### src/rtl/core/ptd_pkg.sv
package ptd_pkg;

   // default width of the tested number
   localparam int NUMBER_BITS_DEF = 31;

   typedef enum logic [1:0] {
      ST_IDLE,
      ST_CHECK,
      ST_DIVIDE,
      ST_FINISH
   } state_type;

endpackage

### src/rtl/core/ptd_divider.sv
module ptd_divider #(
   parameter int NUMBER_BITS = ptd_pkg::NUMBER_BITS_DEF
) (
   input  logic                   clock,
   input  logic                   reset,
   input  logic                   start,
   input  logic [NUMBER_BITS-1:0] dividend,
   input  logic [NUMBER_BITS-1:0] divisor,
   output logic                   done,
   output logic [NUMBER_BITS-1:0] quotient,
   output logic [NUMBER_BITS-1:0] remainder
);

   localparam int CntBits = $clog2(NUMBER_BITS + 1);

   logic                   busy_ff, busy_in;
   logic                   done_ff, done_in;
   logic [CntBits-1:0]     cnt_ff, cnt_in;
   logic [NUMBER_BITS-1:0] quo_ff, quo_in;
   logic [NUMBER_BITS-1:0] rem_ff, rem_in;
   logic [NUMBER_BITS-1:0] dvs_ff, dvs_in;
   logic [NUMBER_BITS:0]   trial;
   logic [NUMBER_BITS:0]   diff;
   logic                   fits;

   // restoring division, one quotient bit per cycle
   always_comb begin
      trial = {rem_ff, quo_ff[NUMBER_BITS-1]};
      diff  = trial - {1'b0, dvs_ff};
      fits  = (trial >= {1'b0, dvs_ff});
   end

   always_comb begin
      busy_in = busy_ff;
      done_in = 1'b0;
      cnt_in  = cnt_ff;
      quo_in  = quo_ff;
      rem_in  = rem_ff;
      dvs_in  = dvs_ff;
      if (start) begin
         busy_in = 1'b1;
         cnt_in  = CntBits'(NUMBER_BITS);
         quo_in  = dividend;
         rem_in  = '0;
         dvs_in  = divisor;
      end else if (busy_ff) begin
         quo_in = {quo_ff[NUMBER_BITS-2:0], fits};
         rem_in = fits ? diff[NUMBER_BITS-1:0] : trial[NUMBER_BITS-1:0];
         cnt_in = cnt_ff - CntBits'(1);
         if (cnt_ff == CntBits'(1)) begin
            busy_in = 1'b0;
            done_in = 1'b1;
         end
      end
   end

   always_ff @(posedge clock) begin
      if (reset) begin
         busy_ff <= 1'b0;
         done_ff <= 1'b0;
      end else begin
         busy_ff <= busy_in;
         done_ff <= done_in;
      end
      cnt_ff <= cnt_in;
      quo_ff <= quo_in;
      rem_ff <= rem_in;
      dvs_ff <= dvs_in;
   end

   assign done      = done_ff;
   assign quotient  = quo_ff;
   assign remainder = rem_ff;

endmodule

### src/rtl/core/trial_division_prime_test_top.sv
// channel  | direction | ports                         | payload
// ---------+-----------+-------------------------------+---------------------------
// request  | in        | req_valid, req_stall          | req_number [NUMBER_BITS]
// response | out       | rsp_valid, rsp_stall          | rsp_is_prime [1]
//
// one item at a time: odd numbers of 5 and up run odd trial divisors 3, 5, 7 and so on
// through one shared restoring divider until divisor > quotient or a zero remainder.
// numbers below 5 and even numbers skip the divider.
// reset is synchronous and clears control only; a stalled response holds in its
// register while the next item is already taken in.
module trial_division_prime_test_top #(
   parameter int NUMBER_BITS = ptd_pkg::NUMBER_BITS_DEF
) (
   input  logic                   clock,
   input  logic                   reset,
   input  logic                   req_valid,
   output logic                   req_stall,
   input  logic [NUMBER_BITS-1:0] req_number,
   output logic                   rsp_valid,
   input  logic                   rsp_stall,
   output logic                   rsp_is_prime
);

   ptd_pkg::state_type state_ff, state_in;

   logic [NUMBER_BITS-1:0] num_ff, num_in;
   logic [NUMBER_BITS-1:0] dvs_ff, dvs_in;
   logic                   res_ff, res_in;
   logic                   rsp_valid_ff, rsp_valid_in;
   logic                   rsp_is_prime_ff, rsp_is_prime_in;

   logic                   div_start;
   logic                   div_done;
   logic [NUMBER_BITS-1:0] div_quo;
   logic [NUMBER_BITS-1:0] div_rem;

   logic                   small_case;
   logic                   past_bound;
   logic                   hit;
   logic                   out_free;
   logic                   out_load;

   always_comb begin
      small_case = (num_ff < NUMBER_BITS'(4)) || !num_ff[0];
      past_bound = (dvs_ff > div_quo);
      hit        = (div_rem == '0);
      out_free   = !rsp_valid_ff || !rsp_stall;
   end

   // next state
   always_comb begin
      state_in = state_ff;
      case (state_ff)
         ptd_pkg::ST_IDLE: begin
            if (req_valid) state_in = ptd_pkg::ST_CHECK;
         end
         ptd_pkg::ST_CHECK: begin
            state_in = small_case ? ptd_pkg::ST_FINISH : ptd_pkg::ST_DIVIDE;
         end
         ptd_pkg::ST_DIVIDE: begin
            if (div_done && (past_bound || hit)) state_in = ptd_pkg::ST_FINISH;
         end
         ptd_pkg::ST_FINISH: begin
            if (out_free) state_in = ptd_pkg::ST_IDLE;
         end
         default: state_in = ptd_pkg::ST_IDLE;
      endcase
   end

   // outputs and datapath control
   always_comb begin
      req_stall = 1'b1;
      div_start = 1'b0;
      out_load  = 1'b0;
      num_in    = num_ff;
      dvs_in    = dvs_ff;
      res_in    = res_ff;
      case (state_ff)
         ptd_pkg::ST_IDLE: begin
            req_stall = 1'b0;
            num_in    = req_number;
         end
         ptd_pkg::ST_CHECK: begin
            if (small_case) begin
               // 2 and 3 are prime, 0, 1 and other even numbers are not
               res_in = (num_ff >= NUMBER_BITS'(2)) && (num_ff < NUMBER_BITS'(4));
            end else begin
               dvs_in    = NUMBER_BITS'(3);
               div_start = 1'b1;
            end
         end
         ptd_pkg::ST_DIVIDE: begin
            if (div_done) begin
               if (past_bound) begin
                  res_in = 1'b1;
               end else if (hit) begin
                  res_in = 1'b0;
               end else begin
                  dvs_in    = dvs_ff + NUMBER_BITS'(2);
                  div_start = 1'b1;
               end
            end
         end
         ptd_pkg::ST_FINISH: begin
            out_load = out_free;
         end
         default: begin
            req_stall = 1'b1;
         end
      endcase
   end

   always_comb begin
      rsp_valid_in    = rsp_valid_ff;
      rsp_is_prime_in = rsp_is_prime_ff;
      if (out_load) begin
         rsp_valid_in    = 1'b1;
         rsp_is_prime_in = res_ff;
      end else if (!rsp_stall) begin
         rsp_valid_in = 1'b0;
      end
   end

   always_ff @(posedge clock) begin
      if (reset) begin
         state_ff     <= ptd_pkg::ST_IDLE;
         rsp_valid_ff <= 1'b0;
      end else begin
         state_ff     <= state_in;
         rsp_valid_ff <= rsp_valid_in;
      end
      num_ff          <= num_in;
      dvs_ff          <= dvs_in;
      res_ff          <= res_in;
      rsp_is_prime_ff <= rsp_is_prime_in;
   end

   ptd_divider #(
      .NUMBER_BITS(NUMBER_BITS)
   ) u_divider (
      .clock     (clock),
      .reset     (reset),
      .start     (div_start),
      .dividend  (num_ff),
      .divisor   (dvs_in),
      .done      (div_done),
      .quotient  (div_quo),
      .remainder (div_rem)
   );

   assign rsp_valid    = rsp_valid_ff;
   assign rsp_is_prime = rsp_is_prime_ff;

endmodule

### config.mk
export PLATFORM = sky130hd
export DESIGN_NAME = trial_division_prime_test_top
export DESIGN_NICKNAME = d
export VERILOG_FILES = /design/src/rtl/core/ptd_pkg.sv /design/src/rtl/core/ptd_divider.sv /design/src/rtl/core/trial_division_prime_test_top.sv
export SDC_FILE = /design/constraint.sdc
export NUM_CORES = 1
export LEC_CHECK = 0
export ABC_AREA = 1
export BUFFER_PORTS_ARGS = -buffer_cell sky130_fd_sc_hd__buf_2
export CAP_MARGIN = 20
export CORE_ASPECT_RATIO = 1.1
export CORE_MARGIN = 8
export CORE_UTILIZATION = 55
export CTS_BUF_LIST = sky130_fd_sc_hd__clkbuf_8
export CTS_CLUSTER_SIZE = 16
export DETAILED_ROUTE_END_ITERATION = 10
export PLACE_DENSITY = 0.77
export SLEW_MARGIN = 20
export SYNTH_ARGS = -nofsm -noshare
export SYNTH_HDL_FRONTEND = slang
export SYNTH_SLANG_ARGS = --single-unit
### constraint.sdc
create_clock -name clock -period 2.7 [get_ports clock]
set_input_delay 0.81 -clock clock [delete_from_list [all_inputs] [get_ports clock]]
set_output_delay 0.81 -clock clock [all_outputs]
set_load 0.05 [all_outputs]
==> results.md <==
- For the worst-skew pair, the clock arrives at the later sink with an insertion delay of 460 ps.
- No sink is reached through more buffers than the 2 on the longest clock path.
- For this run, the post-layout net count is 1649.
- The initial antenna violation count is 0.
- For this design, the CTS-stage hold fixing added 0 buffers.
- The H-tree depth reported by CTS is 4.
- The via count of the first global-routing pass is 9244.
- The count of pins over their slew limit is 0.
- The first TritonRoute pass finished after 9 iterations.
- During placement, the flow inserted port buffers numbering 37.
- The start point of the worst hold path is res_ff$_DFFE_PP_.
- STA puts the critical path data required time at 2910 ps.
- The final period demand of the worst path is 2570 ps.
- Walking the worst path, the cells encountered are inv_1 > ha_1 > nand2_1 > nor2_1 > inv_1 > nor2_2 > nand2_1 > nand2_1 > nand2_1 > nand2_1 > nand2_2 > nand4_1 > nand2_4 > buf_4 > buf_12 > nand2_1 > o21ai_1.
- The end-of-flow core utilization is 0.618.
- The startpoint of the most critical setup path is u_divider.quotient[12]$_DFFE_PP_.
- Clock tree synthesis found a total of 167 sinks.
- The synthesized design contains 95 enable-type register cells.
- The global placement routability congestion is 0.950.
- Max-cap violations in this run came to 0.
- The die width is 149 um.
- sky130_fd_sc_hd__edfxtp_1 takes more of the synthesized area than any other cell.
- Dividing the detail-routed via count by the number of cells gives 5.43.
- By area the synthesized netlist is led by sky130_fd_sc_hd__edfxtp_1, sky130_fd_sc_hd__nand2_1, sky130_fd_sc_hd__dfxtp_1, sky130_fd_sc_hd__ha_1, sky130_fd_sc_hd__inv_1.
- The largest fanout of any net on the critical path is 28.
- In this run, CTS created clock tree buffers numbering 17.
- In the final layout, the share of cells above drive strength 1 is 0.0848.
- The pin count of the biggest net entering global routing is 40.
- Synthesis produced a netlist whose cell count is 1487.
- The primary flip-flop cell chosen by synthesis mapping is sky130_fd_sc_hd__edfxtp_1.
- Measured against its own limit, the worst slew margin works out to 0.656.
- The run finished with clean final reports.
- The clock slew at the register clock pins of the worst setup and hold paths is 90 ps.
- Ranked by instance count, the synthesized netlist is headed by sky130_fd_sc_hd__nand2_1, sky130_fd_sc_hd__inv_1, sky130_fd_sc_hd__nor2_1.
- Summing every instance area after synthesis gives 0.0107 sq mm.
- The maximum ir drop on the vdd rail is 0.000826 V.
- The remaining antenna violation count is 0.
- The root buffer cell chosen for the clock tree is sky130_fd_sc_hd__clkbuf_8.
- On the final layout, the worst clock skew is 15.5 ps.
- For this configuration, the core starts out at a cell density of 0.561.
- The static leakage power is 0.00566 uW.
- Derived from the worst setup path, the maximum achievable clock frequency is 389 MHz.
- The first global-routing pass estimated 43.9 mm of wire.
- The standard cell area after detailed placement is 0.0113 sq mm.
- For this design the ratio of total power to cell area is 878 mW/mm^2.
- For this run, the register share of the synthesized area comes to 0.401.
- The I/O pin total is 38.
- In the final routed layout, each cell accounts on average for 15.1 um.
- The fraction of registers with async set/reset is 0.
- The leftover overflow at the end of global routing is 0.
- The launch point of the worst reg-to-reg path is u_divider.quotient[12]$_DFFE_PP_.
- The initial detailed-routing violation count is 799.
- For the pin with the worst max-slew slack, the measured transition is 512 ps.
- For this run, the total global-route usage over all layers was measured as 0.227.
- The post-route setup TNS is 0 ps.
- The routed via count is 9792.
- After routing the design area is 0.0118 sq mm.
- The DRC violations left is 0.
- The die area is 0.0242 sq mm.
- The core box area is 0.0191 sq mm.
- Of the available clock period, the critical path in the final layout requires 0.953.
- The tightest min-delay check is of the reg2reg type.
- The worst path meets setup with 127 ps of slack.
- The total routed wirelength is 27.2 mm.
- The register bit total from synthesis is 167.
- The endpoint type of the worst setup path is a flop.
- The worst slack after detailed placement is 145 ps.
- The TritonCTS clock tree is yes.
- The kind of critical path is reg2reg.
- The slowest cell on the critical path is sky130_fd_sc_hd__edfxtp_1.
- The data arrival time of the critical path is 2780 ps.
- The count of cell types in the netlist is 47.
- The net count after synthesis is 1593.
- The number of failing hold endpoints at the final stage is 0.
- The most frequent cell on the critical path is sky130_fd_sc_hd__nand2_1.
- The row count is 53.
- The proportion of netlist area held by the largest area contributor is 0.266.
- The area overhead of the layout relative to synthesis is 10.2%.
- The filler cell count in the final layout is 1701.
- The minimum setup slack among reg-to-reg paths is 130 ps.
- The post-synthesis area per instance is 7.21 sq um.
- The detailed-placement wirelength estimate is 20.9 mm.
- The cell family contributing the most delay on the critical path is simple AND/OR/NAND/NOR gates.
- In the post-synthesis netlist, the cell with the most instances is sky130_fd_sc_hd__nand2_1.
- The diode insertion count for antenna repair is 0.
- The die is 162 um tall.
- During synthesis, Yosys emitted a total of 0 warnings.
- The critical path startpoint category is a flop.
- The critical path contains buffers and inverters numbering 4 combined.
- The largest single stage delay on the critical path is 350 ps.
- The final setup violation count is 0.
==> placed cells by master, fill, tap and decap left out, types with 46 or more instances in the layout <==
cell type                  count
sky130_fd_sc_hd__o21ai_0      46
sky130_fd_sc_hd__edfxtp_1     95
sky130_fd_sc_hd__nand3_1     118
sky130_fd_sc_hd__a21oi_1      85
sky130_fd_sc_hd__ha_1         70
sky130_fd_sc_hd__nand2_1     440
sky130_fd_sc_hd__dfxtp_1      71
sky130_fd_sc_hd__nor2_1      143
sky130_fd_sc_hd__inv_1       233
==> metal layers <==
metal	GRT usage	vias to the layer above	wire length, um
li1	-	4908	-
met1	0.277	4448	11700
met5	0	-	0
met2	0.379	370	13000
met3	0.0361	66	1570
met4	0.118	0	1010
==> state kept, by name, indices dropped and copies added (netlist names) <==
name and cells:
u_divider.remainder 31, u_divider.busy_ff 1, dvs_ff 31, u_divider.done 1, u_divider.dvs_ff 31, u_divider.quotient 31, rsp_is_prime 1, u_divider.cnt_ff 5
res_ff 1, num_ff 31, rsp_valid 1, state_ff 2
==> repair_timing <==
item / in CTS / in global routing
setup buffers: 0 / 6
setup endpoints to repair: 0 / 60
resized for setup: 0 / 6
==> layout make-up <==
type / instances / area [sq um] / share of cell area
Sequential cell: 167 / 4300 / 0.364
Multi-Input combinational cell: 1047 / 5340 / 0.452
Clock inverter: 14 / 208 / 0.0176
Inverter: 237 / 892 / 0.0755
Tap cell: 247 / 309 / 0.0262
Timing Repair Buffer: 73 / 522 / 0.0442
Clock buffer: 18 / 248 / 0.0210
==> kinds of logic (layout without fill, tap and decap cells) <==
family          Yosys count  count (layout)  share of synthesized area
buf+inv                 273             342                      0.103
fa+ha+maj                71              71                     0.0836
compound gates          175             175                     0.0888
flops                   167             167                      0.401
xor+xnor                 15              15                     0.0123
simple gates            786             786                      0.311
==> metrics by stage <==
| stage | hold slack (ps) | cells | power (uW) |
|---|---|---|---|
| floorplan | 400 | 1487 | 6980 |
| global placement | 442 | 1765 | 8100 |
| detailed placement | 438 | 1765 | 8220 |
| CTS | 480 | 1797 | 10300 |
| global route | 478 | 1803 | 11100 |
| finish | 479 | 1803 | 10400 |
==> worst register-to-register path, cell delays in order, from the launching register on <==
cell and delay [ps]:
sky130_fd_sc_hd__edfxtp_1 350, sky130_fd_sc_hd__inv_1 70, sky130_fd_sc_hd__ha_1 300, sky130_fd_sc_hd__nand2_1 80
sky130_fd_sc_hd__nor2_1 140, sky130_fd_sc_hd__inv_1 70, sky130_fd_sc_hd__nor2_2 160, sky130_fd_sc_hd__nand2_1 70
sky130_fd_sc_hd__nand2_1 70, sky130_fd_sc_hd__nand2_1 50, sky130_fd_sc_hd__nand2_1 80, sky130_fd_sc_hd__nand2_2 120
sky130_fd_sc_hd__nand4_1 140, sky130_fd_sc_hd__nand2_4 110, sky130_fd_sc_hd__buf_4 160, sky130_fd_sc_hd__buf_12 150
sky130_fd_sc_hd__nand2_1 120, sky130_fd_sc_hd__o21ai_1 80
==> power by group <==
group,internal [uW],leakage [uW],total (uW),switching (uW)
combinational,1510,0.00393,4500,2990
clock,1060,0.000234,2060,995
sequential,3480,0.00149,3810,334
==> worst paths after layout <==
kind	end	cells past startpoint
hold / removal	rsp_is_prime$_DFFE_PP_	0
setup reg to reg	u_divider.quotient[0]$_DFFE_PP_	17
hold reg to reg	rsp_is_prime$_DFFE_PP_	0
setup / recovery	u_divider.quotient[0]$_DFFE_PP_	17
Power figures use the tool's default switching activity.
